[src/rtl/slsc_pkg.sv]
`timescale 1ns / 1ps
// Shared types, constants and register codes for the slit-scan compositor.
// Depends on nothing; every other file imports it.
package slsc_pkg;

   localparam int MAX_WIDTH    = 320;
   localparam int MAX_HEIGHT   = 240;
   localparam int MAX_SLICES   = 16;
   localparam int PIXEL_BITS   = 24;

   localparam int MAX_DIM      = (MAX_WIDTH > MAX_HEIGHT) ? MAX_WIDTH : MAX_HEIGHT;
   localparam int COL_W        = $clog2(MAX_WIDTH);
   localparam int ROW_W        = $clog2(MAX_HEIGHT);
   localparam int SLOT_W       = $clog2(MAX_SLICES);
   localparam int FILL_W       = $clog2(MAX_SLICES + 1);
   localparam int FRAME_PIXELS = MAX_WIDTH * MAX_HEIGHT;
   localparam int STORE_DEPTH  = FRAME_PIXELS * MAX_SLICES;
   localparam int OFS_W        = $clog2(FRAME_PIXELS);
   localparam int ADDR_W       = $clog2(STORE_DEPTH);
   localparam int DIV_W        = $clog2(MAX_DIM + MAX_SLICES);
   localparam int STEP_W       = $clog2(DIV_W + 1);

   localparam int FIFO_DEPTH   = 4;
   localparam int FIFO_PTR_W   = $clog2(FIFO_DEPTH);

   // Register port widths.
   localparam int DIR_W        = 2;
   localparam int SLICES_W     = 5;
   localparam int FWIDTH_W     = 9;
   localparam int FHEIGHT_W    = 8;
   localparam int CSR_INDEX_W  = 8;
   localparam int CSR_DATA_W   = 9;
   localparam int NUM_REGS     = 4;

   localparam logic [CSR_INDEX_W-1:0] REG_DIRECTION    = 8'd0;
   localparam logic [CSR_INDEX_W-1:0] REG_NUM_SLICES   = 8'd1;
   localparam logic [CSR_INDEX_W-1:0] REG_FRAME_WIDTH  = 8'd2;
   localparam logic [CSR_INDEX_W-1:0] REG_FRAME_HEIGHT = 8'd3;

   localparam logic [SLICES_W-1:0]  RESET_SLICES = 5'd1;
   localparam logic [FWIDTH_W-1:0]  RESET_WIDTH  = 9'd320;
   localparam logic [FHEIGHT_W-1:0] RESET_HEIGHT = 8'd240;

   typedef enum logic [DIR_W-1:0] {
      DIR_UP    = 2'd0,
      DIR_RIGHT = 2'd1,
      DIR_DOWN  = 2'd2,
      DIR_LEFT  = 2'd3
   } dir_type;

   typedef enum logic [2:0] {
      CFG_IDLE,
      CFG_SIZE_GO,
      CFG_SIZE_WAIT,
      CFG_START_GO,
      CFG_START_WAIT
   } cfg_state_type;

   // One classified pixel on its way from the front end to the store.
   typedef struct packed {
      logic [PIXEL_BITS-1:0] pixel;
      logic [ADDR_W-1:0]     wr_addr;
      logic [ADDR_W-1:0]     rd_addr;
      logic                  use_live;
      logic                  emit;
      logic                  last;
   } entry_type;

endpackage

[src/rtl/slsc_fifo.sv]
`timescale 1ns / 1ps
// Short register queue between the front end and the store side.
// Depends on slsc_pkg.
module slsc_fifo
   import slsc_pkg::*;
(
   input  logic      clock,
   input  logic      reset,
   input  logic      push,
   input  entry_type push_data,
   output logic      full,
   input  logic      pop,
   output entry_type head,
   output logic      head_valid
);

   entry_type             slots_ff [FIFO_DEPTH];
   logic [FIFO_PTR_W-1:0] wr_ptr_ff, wr_ptr_in;
   logic [FIFO_PTR_W-1:0] rd_ptr_ff, rd_ptr_in;
   logic [FIFO_PTR_W:0]   count_ff, count_in;

   assign full       = (count_ff == (FIFO_PTR_W + 1)'(FIFO_DEPTH));
   assign head_valid = (count_ff != '0);
   assign head       = slots_ff[rd_ptr_ff];

   always_comb begin
      wr_ptr_in = push ? wr_ptr_ff + 1'b1 : wr_ptr_ff;
      rd_ptr_in = pop ? rd_ptr_ff + 1'b1 : rd_ptr_ff;
      count_in  = count_ff;
      if (push && !pop) begin
         count_in = count_ff + 1'b1;
      end else if (pop && !push) begin
         count_in = count_ff - 1'b1;
      end
   end

   always_ff @(posedge clock) begin
      if (reset) begin
         wr_ptr_ff <= '0;
         rd_ptr_ff <= '0;
         count_ff  <= '0;
      end else begin
         wr_ptr_ff <= wr_ptr_in;
         rd_ptr_ff <= rd_ptr_in;
         count_ff  <= count_in;
      end
   end

   always_ff @(posedge clock) begin
      if (push) begin
         slots_ff[wr_ptr_ff] <= push_data;
      end
   end

endmodule

[config.mk]
export PLATFORM = sky130hd
export DESIGN_NAME = slsc_fifo
export DESIGN_NICKNAME = d
export VERILOG_FILES = /design/src/rtl/slsc_pkg.sv /design/src/rtl/slsc_fifo.sv
export SDC_FILE = /design/constraint.sdc
export NUM_CORES = 1
export LEC_CHECK = 0
export BUFFER_PORTS_ARGS = -buffer_cell sky130_fd_sc_hd__buf_2
export CAP_MARGIN = 20
export CORE_UTILIZATION = 35
export DETAILED_ROUTE_END_ITERATION = 16
export GPL_ROUTABILITY_DRIVEN = 0
export GPL_TIMING_DRIVEN = 0
export PLACE_DENSITY_LB_ADDON = 0.1
export SYNTH_ARGS = -nofsm -noshare
export SYNTH_HDL_FRONTEND = slang
export SYNTH_SLANG_ARGS = --single-unit
[constraint.sdc]
create_clock -name clock -period 3.6 [get_ports clock]
set_input_delay 0 -clock clock [delete_from_list [all_inputs] [get_ports clock]]
set_output_delay 0 -clock clock [all_outputs]
set_load 0.03 [all_outputs]
==> impl_metrics.json, run 1 <==
{
  "rr_endpoint": "slots_ff[0][58]$_DFFE_PP_",
  "die_w_um": 174,
  "instances_no_fill": 1064,
  "synthesis.nets": 484,
  "yosys_warnings": 0,
  "utilization_pct": 46.2,
  "min_to": "slots_ff[0][4]$_DFFE_PP_",
  "max_clock_freq_ghz": 0.443,
  "grt-ovfl-total": 0,
  "yosys.area_share.adder_pct": 0.794,
  "synth-seq-cells": 285,
  "track_usage_pct": 13.3,
  "final_nets": 736,
  "syn_to_final_growth_pct": 28.6,
  "std_cell_rows": 62,
  "finalCritPeriodShare_pct": 62.7,
  "synth.top_cell.area_share_pct": 79.7,
  "setup_tns_ns": 0,
  "drtIter0Drc": 182,
  "die_area_sq_um": 30400,
  "min_path_cells": 2,
  "hold_viol": 0,
  "reg2regPathDepth": 4,
  "power_density_nw_per_um2": 577,
  "avgSynthCellArea_sq_um": 25.7,
  "grt_pass1_vias": 5465,
  "clock-sinks": 285,
  "finalCriticalPeriod_ns": 2.26,
  "drc": 0,
  "outcome": "finished clean",
  "ys_seq_area_share_pct": 81.4,
  "clk_pin_slew_ns": 0.06,
  "setup_viol": 0,
  "drive_gt1_share_pct": 39.7,
  "rsz0062_at_grt": "no",
  "cts_setup_buffers": 0,
  "core_sq_um": 28900,
  "diodes": 0,
  "crit_path_start_kind": "register",
  "ant_nets": 0,
  "synth.area.mux_share_pct": 15.1,
  "yosys.area_share.simple_pct": 0.722,
  "fin_ws_ns": 1.34,
  "tritoncts": "built",
  "netlist.top_cell.by_area": "edfxtp_1",
  "worstSetupPathType": "reg2out",
  "cts_buffers": 31,
  "p_leak_nw": 4.56,
  "stdcell_area_sq_um": 13400,
  "hp-class": "in2reg",
  "first_pass_iters": 4,
  "r2r_slack_ns": 1.83,
  "holdWs_ns": 0.207,
  "synth-xor-area-share_pct": 0.421,
  "power.total_mw": 7.71,
  "numPlacedInstances": 935,
  "vias": 4950,
  "avgRoutedWirePerCell_um": 18.5,
  "skew_ns": 0.00655,
  "dpl_cell_area_sq_um": 11700,
  "hold_start": "push_data[4]",
  "dp_hpwl_mm": 11.8,
  "io_pins": 144,
  "worstPathRequired_ns": 3.60,
  "arrival_ns": 2.26,
  "synth_top_family_by_area": "multiplexers",
  "final_max_slew_viol_count": 0,
  "syn-instance-count": 405,
  "h-tree-depth": 1,
  "cts_root_buffer": "clkbuf_16",
  "cap_violations": 0,
  "syn_area_sq_um": 10400,
  "r2r_start": "wr_ptr_ff[0]$_SDFFE_PP0P_",
  "endpoint_kind": "output pin",
  "place_ws_ns": 1.78,
  "clk_path_buf_depth": 3,
  "slew_headroom_pct": 54.0,
  "synth_cell_type_count": 21,
  "place.port_buffers": 142,
  "finalWirelength_mm": 19.7,
  "critPathMaxFanout": 10,
  "grt_max_degree": 39,
  "worst_pin_slew_ns": 0.690,
  "antenna_found_initial": 0,
  "start_util_pct": 35.9,
  "ir_worst_vdd_v": 0.000359,
  "die_h_um": 174,
  "synth_area_leaders": "edfxtp_1, mux4_2, dfxtp_1",
  "synth_compound_area_share_pct": 0.0963,
  "via_per_inst": 4.65,
  "grt_pass1_wl_mm": 30.6,
  "clock_latency_ns": 0.53
}
timing repair:
action	4_1_cts	5_1_grt
hold buffers	73	0
endpoints found under the hold margin	285	0
gates resized for setup	0	0
cell usage after synthesis:
master / n
edfxtp_1: 276
mux4_2: 69
dfxtp_1: 9
nor2_1: 7
buf_4: 6
clkbuf_1: 6
ha_1: 5
and2_1: 4
inv_1: 4
xor2_1: 3
buf_12: 2
buf_2: 2
mux2i_1: 2
or3_1: 2
xnor2_1: 2
a21oi_1: 1
buf_6: 1
fa_1: 1
nand2_1: 1
nor3b_1: 1
o21ai_0: 1
cell families after synthesis:
kind of cell	Yosys count
AO/OA/AOI/OAI	2
buffers and inverters	21
AND/OR/NAND/NOR	15
adder cells (fa/ha/maj)	6
multiplexers	71
flip-flops	285
XOR/XNOR	5
area by class of cell:
type | instances | area [sq um]
Buffer | 17 | 129
Clock buffer | 41 | 813
Clock inverter | 15 | 118
Fill cell | 2460 | 15600
Inverter | 4 | 15.0
Multi-Input combinational cell | 99 | 1800
Sequential cell | 285 | 8470
Tap cell | 384 | 480
Timing Repair Buffer | 219 | 1550
cells in the final DEF, fill, tap and decap left out, types with 5 or more instances in the layout:
cell / n
dlygate4sd3_1: 73
mux4_2: 69
nor2_1: 7
dfxtp_1: 9
ha_1: 5
edfxtp_1: 276
clkinv_1: 6
buf_4: 6
clkbuf_16: 31
clkbuf_1: 16
clkinv_2: 7
buf_2: 144
sequential cells by signal, summed over array words and instances (netlist names), named ones only:
signal,flops
slots_ff,276
count_ff,3
rd_ptr_ff,2
wr_ptr_ff,2
how the worst max path moves through the flow:
stage | slack (ns) | endpoint | cells after the start
after floorplan | 1.01 | slots_ff[0][0]$_DFFE_PP_ | 3
after global placement | -0.53 | slots_ff[0][65]$_DFFE_PP_ | 3
after detailed placement | 1.78 | slots_ff[3][65]$_DFFE_PP_ | 3
after CTS | 1.26 | head[25] | 4
after global routing | 1.20 | head[25] | 4
final | 1.34 | head[25] | 4
critical path, cell delays in order (launching register included):
cell      delay (ns)
dfxtp_1         0.30
buf_2           0.22
clkbuf_1        0.56
mux4_2          0.44
buf_2           0.20
power by group:
part	total [mW]	internal (mW)	switching, mW
sequential	3.85	3.81	0.0363
clock	2.88	1.71	1.17
combinational	0.987	0.397	0.590
total	7.71	5.92	1.80
per-layer routing:
layer | track usage (%) | share of wire [%]
met4 | 3.58 | 2.3
met1 | 16.0 | 41
met5 | 0 | 0
met2 | 23.9 | 51
met3 | 2.93 | 5.4
No activity file was read; power rests on OpenSTA's default activity.
==> inputs of run 2 (changes only) <==
==> constraint.sdc (replaced) <==
create_clock -name clock -period 2 [get_ports clock]
set_input_delay 0 -clock clock [delete_from_list [all_inputs] [get_ports clock]]
set_output_delay 0 -clock clock [all_outputs]
set_load 0.03 [all_outputs]
==> impl_metrics.json, run 2 (synthesized netlist as in run 1, its figures left out) <==
{
  "hp-class": "in2reg",
  "use_met2_pct": 23.6,
  "power.total_mw": 14.4,
  "grt_max_degree": 53,
  "grt_pass1_wl_mm": 31.4,
  "via_per_inst": 4.68,
  "utilization_pct": 48.2,
  "layout_commonest_cell": "edfxtp_1",
  "io_pins": 144,
  "avgRoutedWirePerCell_um": 19.1,
  "use_met3_pct": 2.78,
  "skew_ns": 0.00901,
  "endpoint_kind": "output pin",
  "largest_register_ffs": 276,
  "p_leak_nw": 4.79,
  "max_clock_freq_ghz": 0.507,
  "die_w_um": 174,
  "clk_path_buf_depth": 3,
  "grt.busiest_layer": "met2",
  "vias": 5017,
  "finalCriticalPeriod_ns": 1.97,
  "h-tree-depth": 1,
  "place.port_buffers": 142,
  "ant_nets": 0,
  "layout_common_cells": "edfxtp_1, buf_2, dlygate4sd3_1",
  "finalWirelength_mm": 20.4,
  "top_register": "slots_ff",
  "power_density_nw_per_um2": 1030,
  "slew_headroom_pct": 74.6,
  "outcome": "finished clean",
  "numPlacedInstances": 935,
  "setup_viol": 0,
  "start_util_pct": 35.9,
  "crit_path_start_kind": "register",
  "clk_pin_slew_ns": 0.06,
  "die_h_um": 174,
  "reg_top3": "slots_ff (276), count_ff (3)",
  "cpLargestDelayFamily": "buffers and inverters",
  "worst_pin_slew_ns": 0.381,
  "cts_buffers": 30,
  "drtIter0Drc": 218,
  "met1_usage_pct": 17.2,
  "rsz0062_at_grt": "yes",
  "std_cell_rows": 62,
  "n_fill_cell": 2457,
  "cap_violations": 0,
  "critical-path-slowest-cell": "mux4_2",
  "die_area_sq_um": 30400,
  "holdWs_ns": 0.202,
  "worstSetupPathType": "reg2out",
  "critPathMaxFanout": 10,
  "setup_tns_ns": 0,
  "syn_to_final_growth_pct": 34.3,
  "instances_no_fill": 1071,
  "tritoncts": "built",
  "core_sq_um": 28900,
  "crit_buf_inv": 4,
  "worstPathRequired_ns": 2.00,
  "finalCritPeriodShare_pct": 98.6,
  "antenna_found_initial": 1,
  "drive_gt1_share_pct": 42.0,
  "drc": 0,
  "dp_hpwl_mm": 11.6,
  "clock-sinks": 285,
  "arrival_ns": 1.97,
  "ir_worst_vdd_v": 0.000515,
  "grt-ovfl-total": 0,
  "clock_latency_ns": 0.54,
  "track_usage_pct": 13.7,
  "cp_cell_sequence": "buf_8 -> buf_12 -> buf_12 -> mux4_2 -> buf_6",
  "grt_pass1_vias": 5481,
  "cp_common_cell": "buf_12",
  "hold_viol": 0,
  "first_pass_iters": 4,
  "cpPeakStageDelay_ns": 0.53,
  "final_max_slew_viol_count": 0,
  "cts_root_buffer": "clkbuf_16",
  "final_nets": 741
}
## run 2: changes by cell type in the layout (fill, tap and decap cells not counted), sizes merged
| cell | delta |
|---|---|
| diode | +1 |
| clkinvlp | +2 |
| buf | +4 |
## run 2: final cells by class
| type | count | area [sq um] | share of cell area [%] |
|---|---|---|---|
| clock inverter | 17 | 139 | 0.995 |
| inverter | 4 | 15.0 | 0.108 |
| timing repair buffer | 225 | 2030 | 14.5 |
| multi-input combinational | 99 | 1800 | 12.9 |
| antenna | 1 | 2.50 | 0.0179 |
| tap | 384 | 480 | 3.44 |
| sequential | 285 | 8470 | 60.7 |
| clock buffer | 39 | 826 | 5.92 |
| buffer | 17 | 205 | 1.47 |
## run 2: stage by stage
stage,worst slack [ns],area [sq um]
2_1_floorplan,0.159,10400
3_3_place_gp,-0.650,11600
3_5_place_dp,0.245,11700
4_1_cts,-0.0179,13900
5_1_grt,-0.0459,14000
6_report,0.0283,14000
## run 2: report_power, final
part	internal (mW)	switching, mW
registers	6.86	0.0683
clock network	3.16	2.15
logic	0.993	1.13
total	11.0	3.35
## run 2: path summary, 6_finish.rpt
path,startpoint,to,slack [ns],cells past startpoint
hold reg to reg,count_ff[2]$_SDFFE_PP0P_,count_ff[2]$_SDFFE_PP0P_,0.52,2
setup / recovery,register,head[28],0.03,5
hold / removal,push_data[23],slots_ff[2][23]$_DFFE_PP_,0.20,2
setup reg to reg,wr_ptr_ff[0]$_SDFFE_PP0P_,slots_ff[0][36]$_DFFE_PP_,0.31,4
## run 2: routing by layer
metal | vias up | share of wire [%]
li1 | 2247 | -
met1 | 2624 | 42
met2 | 108 | 51
met3 | 38 | 4.4
met4 | 0 | 2.5
met5 | - | 0
## run 2: repair_timing
action                                 CTS  global route
resized for setup                      120            23
gates cloned                             1             2
hold buffers                            73             0
setup endpoints to repair               63            61
endpoints found under the hold margin  285             0
setup buffers                            3             0
==> inputs of run 3 (changes only) <==
==> constraint.sdc (replaced) <==
create_clock -name clock -period 1.9 [get_ports clock]
set_input_delay 0 -clock clock [delete_from_list [all_inputs] [get_ports clock]]
set_output_delay 0 -clock clock [all_outputs]
set_load 0.03 [all_outputs]
==> impl_metrics.json, run 3 (synthesized netlist as in run 1, its figures left out) <==
{
  "reg_top3": "slots_ff (276), count_ff (3)",
  "h-tree-depth": 1,
  "via_per_inst": 4.67,
  "grt_max_degree": 53,
  "endpoint_kind": "output pin",
  "hold_viol": 0,
  "cpPeakStageDelay_ns": 0.54,
  "ant_nets": 0,
  "cpLargestDelayFamily": "buffers and inverters",
  "wl_met1_mm": 8.56,
  "grt-ovfl-total": 0,
  "power_density_nw_per_um2": 1080,
  "cp_common_cell": "buf_12",
  "rr_endpoint": "slots_ff[0][36]$_DFFE_PP_",
  "finalWirelength_mm": 20.4,
  "syn_to_final_growth_pct": 35.6,
  "worstSetupPathType": "reg2out",
  "rsz0062_at_grt": "yes",
  "grt_pass1_wl_mm": 31.4,
  "violations": "negative setup slack",
  "dp_hpwl_mm": 11.6,
  "cp_cell_sequence": "buf_12 -> buf_12 -> buf_12 -> mux4_2 -> buf_6",
  "worst_pin_slew_ns": 0.381,
  "layout_commonest_cell": "edfxtp_1",
  "drive_gt1_share_pct": 42.2,
  "avgRoutedWirePerCell_um": 19.0,
  "final_max_slew_viol_count": 0,
  "critPathMaxFanout": 10,
  "layout_common_cells": "edfxtp_1, dlygate4sd3_1, buf_2",
  "endpoint": "head[28]",
  "setup_viol": 67,
  "cts_root_buffer": "clkbuf_16",
  "holdWs_ns": 0.201,
  "final_nets": 744,
  "std_cell_rows": 62,
  "numPlacedInstances": 935,
  "r2r_start": "wr_ptr_ff[0]$_SDFFE_PP0P_",
  "critical-path-slowest-cell": "mux4_2",
  "die_w_um": 174,
  "stdcell_area_sq_um": 14100,
  "finalCritPeriodShare_pct": 104,
  "clk_pin_slew_ns": 0.06,
  "max_clock_freq_ghz": 0.507,
  "top_register": "slots_ff",
  "start_util_pct": 35.9,
  "outcome": "finished with violations",
  "clock_latency_ns": 0.54,
  "wl_met3_um": 936,
  "top_layer": "met4",
  "arrival_ns": 1.97,
  "slew_headroom_pct": 74.6,
  "track_usage_pct": 13.7,
  "power.total_mw": 15.2,
  "wl_met2_mm": 10.5,
  "cts_buffers": 30,
  "place_ws_ns": 0.145,
  "instances_no_fill": 1074,
  "grt_pass1_vias": 5483,
  "dpl_cell_area_sq_um": 11700,
  "first_pass_iters": 4,
  "die_h_um": 174,
  "hp-class": "in2reg",
  "clock-sinks": 285,
  "ir_worst_vdd_v": 0.000544,
  "core_sq_um": 28900,
  "crit_buf_inv": 4,
  "drtIter0Drc": 229,
  "p_leak_nw": 4.84,
  "skew_ns": 0.0104,
  "io_pins": 144,
  "reg2regPathDepth": 4,
  "finalCriticalPeriod_ns": 1.97,
  "largest_register_ffs": 276,
  "vias": 5018,
  "die_area_sq_um": 30400,
  "cap_violations": 0,
  "worstPathRequired_ns": 1.90,
  "tritoncts": "built",
  "place.port_buffers": 142,
  "drc": 0,
  "r2r_slack_ns": 0.20,
  "antenna_found_initial": 1,
  "fin_ws_ns": -0.0721,
  "crit_path_start_kind": "register",
  "cp_num_cells": 5,
  "clk_path_buf_depth": 3
}
==> run 3: cell count changes in the layout (fill, tap and decap cells not counted) <==
cell       delta
clkbuf_2      -1
buf_2        -13
clkbuf_16     +1
clkbuf_4      +1
buf_12        +2
buf_8         -1
buf_4         +1
buf_6        +13
==> run 3: metrics by stage <==
| step | utilization [%] | setup TNS, ns |
|---|---|---|
| after global routing | 48.7 | -7.27 |
| after detailed placement | 40.5 | 0 |
| after floorplan | - | 0 |
| after global placement | 40.1 | -202.48 |
| final | 48.7 | -2.34 |
| after CTS | 48.1 | -6.23 |
==> run 3: timing repair <==
action / in CTS / in global routing
setup buffers: 3 / 2
endpoints found under the hold margin: 285 / 0
resized for setup: 142 / 37
cloned: 1 / 3
setup endpoints to repair: 69 / 69
hold buffers: 73 / 0
==> run 3: worst min-delay path by stage <==
| stage | slack, ns | cells past startpoint | to | startpoint |
|---|---|---|---|---|
| after floorplan | 0.1 | 0 | slots_ff[0][0]$_DFFE_PP_ | push_data[0] |
| after global placement | 0.21 | 1 | slots_ff[3][60]$_DFFE_PP_ | push_data[60] |
| after detailed placement | 0.22 | 1 | slots_ff[0][9]$_DFFE_PP_ | push_data[9] |
| after CTS | 0.17 | 2 | slots_ff[2][56]$_DFFE_PP_ | push_data[56] |
| after global routing | 0.20 | 2 | slots_ff[2][1]$_DFFE_PP_ | push_data[1] |
| final | 0.20 | 2 | slots_ff[2][23]$_DFFE_PP_ | push_data[23] |
==> run 3: layout make-up <==
type | instances | area [sq um]
diodes | 1 | 2.50
plain buffers | 17 | 221
clock buffers | 39 | 826
clock inverters | 17 | 139
fillers | 2448 | 14800
inverters | 4 | 15.0
multi-input cells | 99 | 1800
flip-flops and latches | 285 | 8470
well taps | 384 | 480
repair buffers | 228 | 2150
==> run 3: power breakdown <==
group | total (mW) | internal, mW | switching (mW)
sequential | 7.29 | 7.22 | 0.0725
clock | 5.58 | 3.32 | 2.26
combinational | 2.32 | 1.12 | 1.20
==> run 3: layer usage <==
layer  vias up  track usage, %
li1       2253               -
met1      2619            17.2
met2       110            23.6
met3        36            2.73
met4         0            4.35
met5         -               0
