==> config.mk <==
export PLATFORM = sky130hd
export DESIGN_NAME = slsc_front
export DESIGN_NICKNAME = d
export VERILOG_FILES = /design/src/rtl/slsc_pkg.sv /design/src/rtl/slsc_div.sv /design/src/rtl/slsc_front.sv
export SDC_FILE = /design/constraint.sdc
export NUM_CORES = 1
export LEC_CHECK = 0
export BUFFER_PORTS_ARGS = -buffer_cell sky130_fd_sc_hd__buf_2
export CAP_MARGIN = 20
export CORE_MARGIN = 3
export CORE_UTILIZATION = 65
export DETAILED_ROUTE_END_ITERATION = 10
export MAX_ROUTING_LAYER = met4
export PLACE_DENSITY = 0.86
export SYNTH_ARGS = -nofsm -noshare
export SYNTH_HDL_FRONTEND = slang
export SYNTH_SLANG_ARGS = --single-unit
==> constraint.sdc <==
create_clock -name clock -period 17 [get_ports clock]
set_input_delay 3.4 -clock clock [delete_from_list [all_inputs] [get_ports clock]]
set_output_delay 3.4 -clock clock [all_outputs]
set_load 0.005 [all_outputs]
==> src/rtl/slsc_pkg.sv <==
`timescale 1ns / 1ps
// Shared types, constants and register codes for the slit-scan compositor.
// Depends on nothing; every other file imports it.
package slsc_pkg;

   localparam int MAX_WIDTH    = 320;
   localparam int MAX_HEIGHT   = 240;
   localparam int MAX_SLICES   = 16;
   localparam int PIXEL_BITS   = 24;

   localparam int MAX_DIM      = (MAX_WIDTH > MAX_HEIGHT) ? MAX_WIDTH : MAX_HEIGHT;
   localparam int COL_W        = $clog2(MAX_WIDTH);
   localparam int ROW_W        = $clog2(MAX_HEIGHT);
   localparam int SLOT_W       = $clog2(MAX_SLICES);
   localparam int FILL_W       = $clog2(MAX_SLICES + 1);
   localparam int FRAME_PIXELS = MAX_WIDTH * MAX_HEIGHT;
   localparam int STORE_DEPTH  = FRAME_PIXELS * MAX_SLICES;
   localparam int OFS_W        = $clog2(FRAME_PIXELS);
   localparam int ADDR_W       = $clog2(STORE_DEPTH);
   localparam int DIV_W        = $clog2(MAX_DIM + MAX_SLICES);
   localparam int STEP_W       = $clog2(DIV_W + 1);

   localparam int FIFO_DEPTH   = 4;
   localparam int FIFO_PTR_W   = $clog2(FIFO_DEPTH);

   // Register port widths.
   localparam int DIR_W        = 2;
   localparam int SLICES_W     = 5;
   localparam int FWIDTH_W     = 9;
   localparam int FHEIGHT_W    = 8;
   localparam int CSR_INDEX_W  = 8;
   localparam int CSR_DATA_W   = 9;
   localparam int NUM_REGS     = 4;

   localparam logic [CSR_INDEX_W-1:0] REG_DIRECTION    = 8'd0;
   localparam logic [CSR_INDEX_W-1:0] REG_NUM_SLICES   = 8'd1;
   localparam logic [CSR_INDEX_W-1:0] REG_FRAME_WIDTH  = 8'd2;
   localparam logic [CSR_INDEX_W-1:0] REG_FRAME_HEIGHT = 8'd3;

   localparam logic [SLICES_W-1:0]  RESET_SLICES = 5'd1;
   localparam logic [FWIDTH_W-1:0]  RESET_WIDTH  = 9'd320;
   localparam logic [FHEIGHT_W-1:0] RESET_HEIGHT = 8'd240;

   typedef enum logic [DIR_W-1:0] {
      DIR_UP    = 2'd0,
      DIR_RIGHT = 2'd1,
      DIR_DOWN  = 2'd2,
      DIR_LEFT  = 2'd3
   } dir_type;

   typedef enum logic [2:0] {
      CFG_IDLE,
      CFG_SIZE_GO,
      CFG_SIZE_WAIT,
      CFG_START_GO,
      CFG_START_WAIT
   } cfg_state_type;

   // One classified pixel on its way from the front end to the store.
   typedef struct packed {
      logic [PIXEL_BITS-1:0] pixel;
      logic [ADDR_W-1:0]     wr_addr;
      logic [ADDR_W-1:0]     rd_addr;
      logic                  use_live;
      logic                  emit;
      logic                  last;
   } entry_type;

endpackage

==> src/rtl/slsc_div.sv <==
`timescale 1ns / 1ps
// Restoring divider, one quotient bit per cycle, used for slice setup.
// Depends on slsc_pkg.
module slsc_div
   import slsc_pkg::*;
(
   input  logic             clock,
   input  logic             reset,
   input  logic             start,
   input  logic [DIV_W-1:0] dividend,
   input  logic [DIV_W-1:0] divisor,
   output logic             done,
   output logic [DIV_W-1:0] quotient,
   output logic [DIV_W-1:0] remainder
);

   logic [DIV_W-1:0]  quo_ff, quo_in;
   logic [DIV_W-1:0]  rem_ff, rem_in;
   logic [DIV_W-1:0]  dsr_ff, dsr_in;
   logic [STEP_W-1:0] step_ff, step_in;
   logic              busy_ff, busy_in;
   logic              done_ff, done_in;
   logic [DIV_W:0]    trial;

   always_comb begin
      trial   = {rem_ff, quo_ff[DIV_W-1]};
      quo_in  = quo_ff;
      rem_in  = rem_ff;
      dsr_in  = dsr_ff;
      step_in = step_ff;
      busy_in = busy_ff;
      done_in = 1'b0;
      if (start) begin
         quo_in  = dividend;
         rem_in  = '0;
         dsr_in  = divisor;
         step_in = '0;
         busy_in = 1'b1;
      end else if (busy_ff) begin
         if (trial >= {1'b0, dsr_ff}) begin
            rem_in = DIV_W'(trial - {1'b0, dsr_ff});
            quo_in = {quo_ff[DIV_W-2:0], 1'b1};
         end else begin
            rem_in = trial[DIV_W-1:0];
            quo_in = {quo_ff[DIV_W-2:0], 1'b0};
         end
         step_in = step_ff + 1'b1;
         if (step_ff == STEP_W'(DIV_W - 1)) begin
            busy_in = 1'b0;
            done_in = 1'b1;
         end
      end
   end

   always_ff @(posedge clock) begin
      if (reset) begin
         busy_ff <= 1'b0;
         done_ff <= 1'b0;
      end else begin
         busy_ff <= busy_in;
         done_ff <= done_in;
      end
   end

   always_ff @(posedge clock) begin
      quo_ff  <= quo_in;
      rem_ff  <= rem_in;
      dsr_ff  <= dsr_in;
      step_ff <= step_in;
   end

   assign done      = done_ff;
   assign quotient  = quo_ff;
   assign remainder = rem_ff;

endmodule

==> src/rtl/slsc_front.sv <==
`timescale 1ns / 1ps
// Front end: configuration registers, slice setup, raster position and slice
// tracking; classifies each accepted word into a queue entry. Uses slsc_pkg, slsc_div.
module slsc_front
   import slsc_pkg::*;
(
   input  logic                   clock,
   input  logic                   reset,
   input  logic                   csr_valid,
   input  logic [CSR_INDEX_W-1:0] csr_index,
   input  logic [CSR_DATA_W-1:0]  csr_data,
   input  logic                   req_valid,
   output logic                   req_ready,
   input  logic [PIXEL_BITS-1:0]  req_pixel_in,
   input  logic                   req_frame_start,
   input  logic                   fifo_full,
   output logic                   push,
   output entry_type              push_data
);

   cfg_state_type state_ff, state_in;

   dir_type              dir_ff, dir_in;
   logic [SLICES_W-1:0]  nsl_ff, nsl_in;
   logic [FWIDTH_W-1:0]  fw_ff, fw_in;
   logic [FHEIGHT_W-1:0] fh_ff, fh_in;

   logic [COL_W-1:0]  col_ff, col_in;
   logic [ROW_W-1:0]  row_ff, row_in;
   logic [OFS_W-1:0]  base_ff, base_in;
   logic [SLOT_W-1:0] newest_ff, newest_in;
   logic [FILL_W-1:0] filled_ff, filled_in;
   logic [SLOT_W-1:0] sl_idx_ff, sl_idx_in;
   logic [DIV_W-1:0]  sl_rem_ff, sl_rem_in;
   logic              cfg_ok_ff, cfg_ok_in;

   logic [DIV_W-1:0]  ss_ff;
   logic [SLOT_W-1:0] start_q_ff;
   logic [DIV_W-1:0]  start_r_ff;

   logic              csr_wr;
   logic              div_start, div_done, ss_load, start_load;
   logic [DIV_W-1:0]  div_dividend, div_divisor, div_quo, div_rem;

   logic [FILL_W-1:0] n_eff;
   logic [SLOT_W-1:0] n_m1;
   logic [COL_W-1:0]  w_eff;
   logic [ROW_W-1:0]  h_eff;
   logic [DIV_W-1:0]  dim;
   logic              horiz, fwd;

   logic              new_frame;
   logic [COL_W-1:0]  cur_col;
   logic [ROW_W-1:0]  cur_row;
   logic [OFS_W-1:0]  cur_base;
   logic [SLOT_W-1:0] cur_idx, idx_clip, idx_eff;
   logic [DIV_W-1:0]  cur_rem;
   logic [FILL_W-1:0] newest_inc, rslot_sum;
   logic [SLOT_W-1:0] newest_new, rslot;
   logic [FILL_W-1:0] filled_new;
   logic [OFS_W-1:0]  ofs;
   logic [COL_W:0]    col_inc;
   logic [ROW_W:0]    row_inc;
   logic              col_wrap, row_wrap;
   logic [DIV_W:0]    rem_inc;
   logic [SLOT_W-1:0] step_idx;
   logic [DIV_W-1:0]  step_rem;
   logic              reload, advance;

   slsc_div u_div (
      .clock     (clock),
      .reset     (reset),
      .start     (div_start),
      .dividend  (div_dividend),
      .divisor   (div_divisor),
      .done      (div_done),
      .quotient  (div_quo),
      .remainder (div_rem)
   );

   assign csr_wr    = csr_valid && (csr_index < CSR_INDEX_W'(NUM_REGS));
   assign req_ready = (state_ff == CFG_IDLE) && !fifo_full;
   assign push      = req_valid && req_ready;

   // Out-of-range register values are clamped into their legal ranges.
   always_comb begin
      if (nsl_ff == '0) begin
         n_eff = FILL_W'(1);
      end else if (FILL_W'(nsl_ff) > FILL_W'(MAX_SLICES)) begin
         n_eff = FILL_W'(MAX_SLICES);
      end else begin
         n_eff = FILL_W'(nsl_ff);
      end
      if (fw_ff == '0) begin
         w_eff = COL_W'(1);
      end else if (fw_ff > FWIDTH_W'(MAX_WIDTH)) begin
         w_eff = COL_W'(MAX_WIDTH);
      end else begin
         w_eff = COL_W'(fw_ff);
      end
      if (fh_ff == '0) begin
         h_eff = ROW_W'(1);
      end else if (fh_ff > FHEIGHT_W'(MAX_HEIGHT)) begin
         h_eff = ROW_W'(MAX_HEIGHT);
      end else begin
         h_eff = ROW_W'(fh_ff);
      end
      n_m1  = SLOT_W'(n_eff - 1'b1);
      horiz = dir_ff inside {DIR_RIGHT, DIR_LEFT};
      fwd   = dir_ff inside {DIR_RIGHT, DIR_DOWN};
      dim   = horiz ? DIV_W'(w_eff) : DIV_W'(h_eff);
   end

   // Setup sequence: slice size first, then the slice and offset where the
   // counters start: the far edge when slices count backward, else zero.
   always_ff @(posedge clock) begin
      if (reset) begin
         state_ff <= CFG_IDLE;
      end else begin
         state_ff <= state_in;
      end
   end

   always_comb begin
      state_in     = state_ff;
      div_start    = 1'b0;
      ss_load      = 1'b0;
      start_load   = 1'b0;
      div_dividend = fwd ? '0 : DIV_W'(dim - 1'b1);
      div_divisor  = ss_ff;
      case (state_ff)
         CFG_IDLE: begin
         end
         CFG_SIZE_GO: begin
            div_start    = 1'b1;
            div_dividend = DIV_W'(dim + DIV_W'(n_eff) - 1'b1);
            div_divisor  = DIV_W'(n_eff);
            state_in     = CFG_SIZE_WAIT;
         end
         CFG_SIZE_WAIT: begin
            if (div_done) begin
               ss_load  = 1'b1;
               state_in = CFG_START_GO;
            end
         end
         CFG_START_GO: begin
            div_start = 1'b1;
            state_in  = CFG_START_WAIT;
         end
         CFG_START_WAIT: begin
            if (div_done) begin
               start_load = 1'b1;
               state_in   = CFG_IDLE;
            end
         end
         default: begin
            state_in = CFG_IDLE;
         end
      endcase
      if (csr_wr) begin
         state_in = CFG_SIZE_GO;
      end
   end

   always_ff @(posedge clock) begin
      if (ss_load) begin
         ss_ff <= div_quo;
      end
      if (start_load) begin
         start_q_ff <= div_quo[SLOT_W-1:0];
         start_r_ff <= div_rem;
      end
   end

   // Classification of the word at the input.
   always_comb begin
      new_frame = req_frame_start || (col_ff == '0 && row_ff == '0);
      cur_col   = new_frame ? '0 : col_ff;
      cur_row   = new_frame ? '0 : row_ff;
      cur_base  = new_frame ? '0 : base_ff;
      cur_idx   = new_frame ? start_q_ff : sl_idx_ff;
      cur_rem   = new_frame ? start_r_ff : sl_rem_ff;

      newest_inc = FILL_W'(newest_ff) + 1'b1;
      if (!new_frame) begin
         newest_new = newest_ff;
      end else if (newest_inc >= n_eff) begin
         newest_new = '0;
      end else begin
         newest_new = newest_inc[SLOT_W-1:0];
      end
      if (new_frame && filled_ff < FILL_W'(MAX_SLICES)) begin
         filled_new = filled_ff + 1'b1;
      end else begin
         filled_new = filled_ff;
      end

      idx_clip = (cur_idx > n_m1) ? n_m1 : cur_idx;
      idx_eff  = cfg_ok_ff ? idx_clip : '0;

      // Slot of frame idx, oldest first: newest + idx + 1, modulo the window.
      rslot_sum = FILL_W'(newest_new) + FILL_W'(idx_eff) + 1'b1;
      if (rslot_sum >= n_eff) begin
         rslot = SLOT_W'(rslot_sum - n_eff);
      end else begin
         rslot = rslot_sum[SLOT_W-1:0];
      end

      ofs = cur_base + OFS_W'(cur_col);
      push_data.pixel    = req_pixel_in;
      push_data.wr_addr  = ADDR_W'(newest_new) * ADDR_W'(FRAME_PIXELS) + ADDR_W'(ofs);
      push_data.rd_addr  = ADDR_W'(rslot) * ADDR_W'(FRAME_PIXELS) + ADDR_W'(ofs);
      push_data.use_live = (idx_eff == n_m1);
      push_data.emit     = (filled_new >= n_eff);
      push_data.last     = (cur_col == COL_W'(w_eff - 1'b1))
                           && (cur_row == ROW_W'(h_eff - 1'b1));

      col_inc  = {1'b0, cur_col} + 1'b1;
      row_inc  = {1'b0, cur_row} + 1'b1;
      col_wrap = (col_inc >= {1'b0, w_eff});
      row_wrap = col_wrap && (row_inc >= {1'b0, h_eff});

      rem_inc = {1'b0, cur_rem} + 1'b1;
      if (fwd) begin
         if (rem_inc >= {1'b0, ss_ff}) begin
            step_rem = '0;
            step_idx = cur_idx + 1'b1;
         end else begin
            step_rem = rem_inc[DIV_W-1:0];
            step_idx = cur_idx;
         end
      end else begin
         if (cur_rem == '0) begin
            step_rem = ss_ff - 1'b1;
            step_idx = cur_idx - 1'b1;
         end else begin
            step_rem = cur_rem - 1'b1;
            step_idx = cur_idx;
         end
      end
      reload  = horiz ? col_wrap : row_wrap;
      advance = horiz ? 1'b1 : col_wrap;
   end

   // Next state of registers and counters.
   always_comb begin
      dir_in    = dir_ff;
      nsl_in    = nsl_ff;
      fw_in     = fw_ff;
      fh_in     = fh_ff;
      col_in    = col_ff;
      row_in    = row_ff;
      base_in   = base_ff;
      newest_in = newest_ff;
      filled_in = filled_ff;
      sl_idx_in = sl_idx_ff;
      sl_rem_in = sl_rem_ff;
      cfg_ok_in = cfg_ok_ff;
      if (csr_wr) begin
         case (csr_index)
            REG_DIRECTION:    dir_in = dir_type'(csr_data[DIR_W-1:0]);
            REG_NUM_SLICES:   nsl_in = csr_data[SLICES_W-1:0];
            REG_FRAME_WIDTH:  fw_in  = csr_data[FWIDTH_W-1:0];
            REG_FRAME_HEIGHT: fh_in  = csr_data[FHEIGHT_W-1:0];
            default: begin
            end
         endcase
         col_in    = '0;
         row_in    = '0;
         base_in   = '0;
         newest_in = '0;
         filled_in = '0;
         cfg_ok_in = 1'b0;
      end else if (start_load) begin
         sl_idx_in = div_quo[SLOT_W-1:0];
         sl_rem_in = div_rem;
         cfg_ok_in = 1'b1;
      end else if (push) begin
         newest_in = newest_new;
         filled_in = filled_new;
         if (col_wrap) begin
            col_in = '0;
            if (row_wrap) begin
               row_in  = '0;
               base_in = '0;
            end else begin
               row_in  = row_inc[ROW_W-1:0];
               base_in = cur_base + OFS_W'(MAX_WIDTH);
            end
         end else begin
            col_in  = col_inc[COL_W-1:0];
            row_in  = cur_row;
            base_in = cur_base;
         end
         if (reload) begin
            sl_idx_in = start_q_ff;
            sl_rem_in = start_r_ff;
         end else if (advance) begin
            sl_idx_in = step_idx;
            sl_rem_in = step_rem;
         end else begin
            sl_idx_in = cur_idx;
            sl_rem_in = cur_rem;
         end
      end
   end

   always_ff @(posedge clock) begin
      if (reset) begin
         dir_ff    <= DIR_UP;
         nsl_ff    <= RESET_SLICES;
         fw_ff     <= RESET_WIDTH;
         fh_ff     <= RESET_HEIGHT;
         col_ff    <= '0;
         row_ff    <= '0;
         base_ff   <= '0;
         newest_ff <= '0;
         filled_ff <= '0;
         cfg_ok_ff <= 1'b0;
      end else begin
         dir_ff    <= dir_in;
         nsl_ff    <= nsl_in;
         fw_ff     <= fw_in;
         fh_ff     <= fh_in;
         col_ff    <= col_in;
         row_ff    <= row_in;
         base_ff   <= base_in;
         newest_ff <= newest_in;
         filled_ff <= filled_in;
         cfg_ok_ff <= cfg_ok_in;
      end
   end

   always_ff @(posedge clock) begin
      sl_idx_ff <= sl_idx_in;
      sl_rem_ff <= sl_rem_in;
   end

endmodule

==> key figures <==
Critical path
  • CP endpoint kind: output pin
  • Crit start category: input pin
  • WS Path Type: input pin to output pin
  • Buf+Inv Stages, Crit Path: 8
  • CP arrival: 11.99 ns
  • Stages on worst setup path: 38
  • Critical Path Max Stage Delay: 0.61 ns
  • Worst path slowest cell: mux2i_2
  • Worst setup path startpoint: req_frame_start
  • CP top delay family: adder cells
  • R2R depth: 17
  • Crit path max fanout: 30
  • Most common cell on crit path: ha_1
  • R2R Path Start: row_ff[5]
  • Critical Path RT: 13.60 ns

CTS
  • Worst-skew pair later-pin latency: 0.43 ns
  • CTS Buf Count: 17
  • Quantity of gates resized following cts: 0
  • CTS HTree Levels: 4
  • Hold_buf cts: 0
  • Clk buf depth: 2
  • Setup bufs post-CTS: 0
  • Clock Sinks: 139
  • TritonCTS clock tree: built
  • Clock slew at reported path FFs: 0.06 ns
  • Root Buffer: clkbuf_16

Detailed routing
  • DR vias: 11.54k
  • Drt drc: 0
  • Drt initial violations: 856
  • Avg WL per Cell: 18.48 um
  • 1st-pass router iterations: 7
  • Antenna viol nets, final: 0
  • Routed WL: 33,390 um
  • Vias/cell: 6.386

Final layout
  • Most frequent cells in the layout: nor2_1 (156), ha_1 (138), inv_1 (115), nand2_1 (110), a21oi_1 (88)
  • # fillers: 1,452
  • Multi-input gate area: 8463 sq um
  • Finished Layout Cells: 1,807
  • Final Net Count: 1,728
  • Register area: 3313 sq um
  • Layout cells sized above 1: 10.86%
  • Commonest non-fill, non-tap cell in the layout: nor2_1
  • Synth-to-layout area growth: 6.202%
  • N_diodes: 0

Yosys
  • Yosys reg bits: 139
  • Synth unique cells: 88
  • Net count after synthesis: 1,729
  • Mapped Cells: 1,535
  • Seq/Total Area, Yosys: 26.02%
  • Top FF cell, synth: dfxtp_1
  • Ys async rst share: 0%
  • Number of synthesized flops with an enable pin: 53
  • Synth Warn #: 0
  • Mapped Area: 12,730 sq um
  • Avg Cell Area, Syn: 8.294 sq um

Global route
  • First-pass GRT wire length: 54,970 um
  • All-Layer GR Usage: 31.96%
  • Vias in the first global route: 11.16k
  • GRT Residual Overflow: 0
  • Largest net degree at the start of global routing: 42
  • Initial antenna violation count: 0

Floorplanning
  • Die area: 21,300 sq um
  • Vert. Die Dim: 146.0 um
  • IO Pins: 118
  • Initial Utilization: 67.16%
  • Die X: 146.0 um
  • # rows: 50
  • Core Box Area: 18,960 sq um

STA
  • RSZ-0062 raised after global routing: false
  • Slew Limit Fails: 0
  • Actual slew at the worst max-slew pin: 1.114 ns
  • Crit share post-route: 90.50%
  • Max_slew headroom: 25.71%
  • Final Setup Violations: 0
  • Skew final: 0.01126 ns
  • Fmax: 0.06500 GHz
  • Tmin final: 15.39 ns
  • Setup TNS: 0 ns
  • Final Hold Viols: 0

Power and ir drop
  • Worst vdd ir: 0.07197 mV
  • Sw Ratio: 35.04%
  • Psw: 0.0003978 W
  • Leakage: 6.007 nW
  • Clock network power share: 32.4%
  • Internal: 0.0007376 W
  • Comb pwr share: 35.2%
  • Cell Pwr Density: 83.98 nW/um^2
  • Register share of total power: 32.3%

Min path
  • Worst hold start: base_ff[5]
  • Worst hold path depth: 1
  • Hold Crit Class: flip-flop to flip-flop

Placed design
  • Post-DP HPWL: 24,990 um
  • # port buffers: 69
  • Cells after DPL: 1,774
  • Gpl congestion: 0.9693

Run status
  • Status: completed

Run
  • Max Cap Viol: 0
==> synthesized netlist by cell type (6+ instances only) <==
library cell | n | area [sq um]
a211o_1 | 10 | 87.58
a211oi_1 | 21 | 157.7
a21boi_0 | 8 | 60.06
a21o_1 | 29 | 217.7
a21oi_1 | 89 | 445.4
a22oi_1 | 19 | 142.6
a31oi_1 | 11 | 68.82
and2_1 | 22 | 137.6
and3_1 | 15 | 93.84
buf_1 | 7 | 26.28
buf_2 | 15 | 75.07
buf_4 | 35 | 262.8
clkbuf_1 | 40 | 150.1
dfxtp_1 | 86 | 1722
edfxtp_1 | 53 | 1592
fa_1 | 9 | 180.2
ha_1 | 138 | 1727
inv_1 | 115 | 431.7
mux2_2 | 13 | 146.4
mux2i_1 | 37 | 370.4
nand2_1 | 110 | 412.9
nand2b_1 | 18 | 112.6
nand3_1 | 43 | 215.2
nand3b_1 | 8 | 60.06
nand4_1 | 19 | 118.9
nor2_1 | 156 | 585.6
nor2b_1 | 20 | 125.1
nor3_1 | 23 | 115.1
nor4_1 | 11 | 68.82
nor4_2 | 7 | 87.58
nor4b_1 | 6 | 52.55
o211ai_1 | 10 | 75.07
o21a_1 | 8 | 60.06
o21ai_0 | 77 | 385.4
o221ai_1 | 6 | 52.55
o22ai_1 | 6 | 37.54
or2_2 | 9 | 56.30
or3_1 | 13 | 81.33
xnor2_1 | 69 | 604.3
xor2_1 | 43 | 376.6
==> metal layers <==
metal	global-route usage (%)	wire, um	vias to the layer above
met5	-	0	-
met2	52.71	16070	498
met4	12.73	1220	0
met3	4.889	2183	103
li1	-	-	5481
met1	39.47	13910	5458
==> cells by family (layout without fill, tap and decap cells) <==
group           Yosys count  in the layout  synth area share (%)
compound gates          368            368                 19.33
xor+xnor                112            112                 7.705
fa+ha+maj               147            147                 14.98
buf+inv                 215            227                 7.636
flops                   139            139                 26.02
mux                      52             52                 4.344
simple gates            502            502                 19.98
==> power groups by stage <==
stage	clock [W]	combinational, W	sequential (W)
detailed placement	0	0.000393	0.000375
global route	0.000385	0.000448	0.000368
global placement	0	0.000372	0.000374
finish	0.000368	0.000400	0.000367
floorplan	0	0.000292	0.000369
CTS	0.000369	0.000398	0.000367
==> worst paths after layout <==
kind	to	slack, ns
min reg2reg	base_ff[5]	0.46
max	push_data[23]	1.61
min	base_ff[5]	0.46
max reg2reg	sl_rem_ff[4]	10.86
==> through the flow <==
stage,total power (W),hold slack (ns),utilization (%),setup WS (ns),cell area [sq um]
2_1_floorplan,0.0006611,0.4209,-,3.564,12730
3_3_place_gp,0.0007464,0.4349,68.28,2.222,12940
3_5_place_dp,0.0007680,0.4367,68.30,1.826,12950
4_1_cts,0.001134,0.4612,71.29,1.752,13510
5_1_grt,0.001201,0.4819,71.33,1.045,13520
6_report,0.001135,0.4563,71.33,1.615,13520
==> layout make-up <==
| type | instances | share of cell area (%) |
|---|---|---|
| flip-flops and latches | 139 | 24.50 |
| multi-input cells | 1181 | 62.59 |
| clock buffers | 19 | 3.202 |
| repair buffers | 79 | 3.091 |
| clock inverters | 13 | 0.9809 |
| well taps | 260 | 2.406 |
| inverters | 116 | 3.220 |
==> flip-flops by register name, summed over array words and instances, names as in the netlist, 2 cells and up <==
| name | flops |
|---|---|
| base_ff | 17 |
| col_ff | 9 |
| dir_ff | 2 |
| fh_ff | 8 |
| filled_ff | 5 |
| fw_ff | 9 |
| newest_ff | 4 |
| nsl_ff | 5 |
| row_ff | 8 |
| sl_idx_ff | 4 |
| sl_rem_ff | 9 |
| ss_ff | 9 |
| start_q_ff | 4 |
| start_r_ff | 9 |
| state_ff | 3 |
| u_div.dsr_ff | 9 |
| u_div.quotient | 9 |
| u_div.remainder | 9 |
| u_div.step_ff | 4 |
Note: power is estimated with default switching activity, not from simulation.
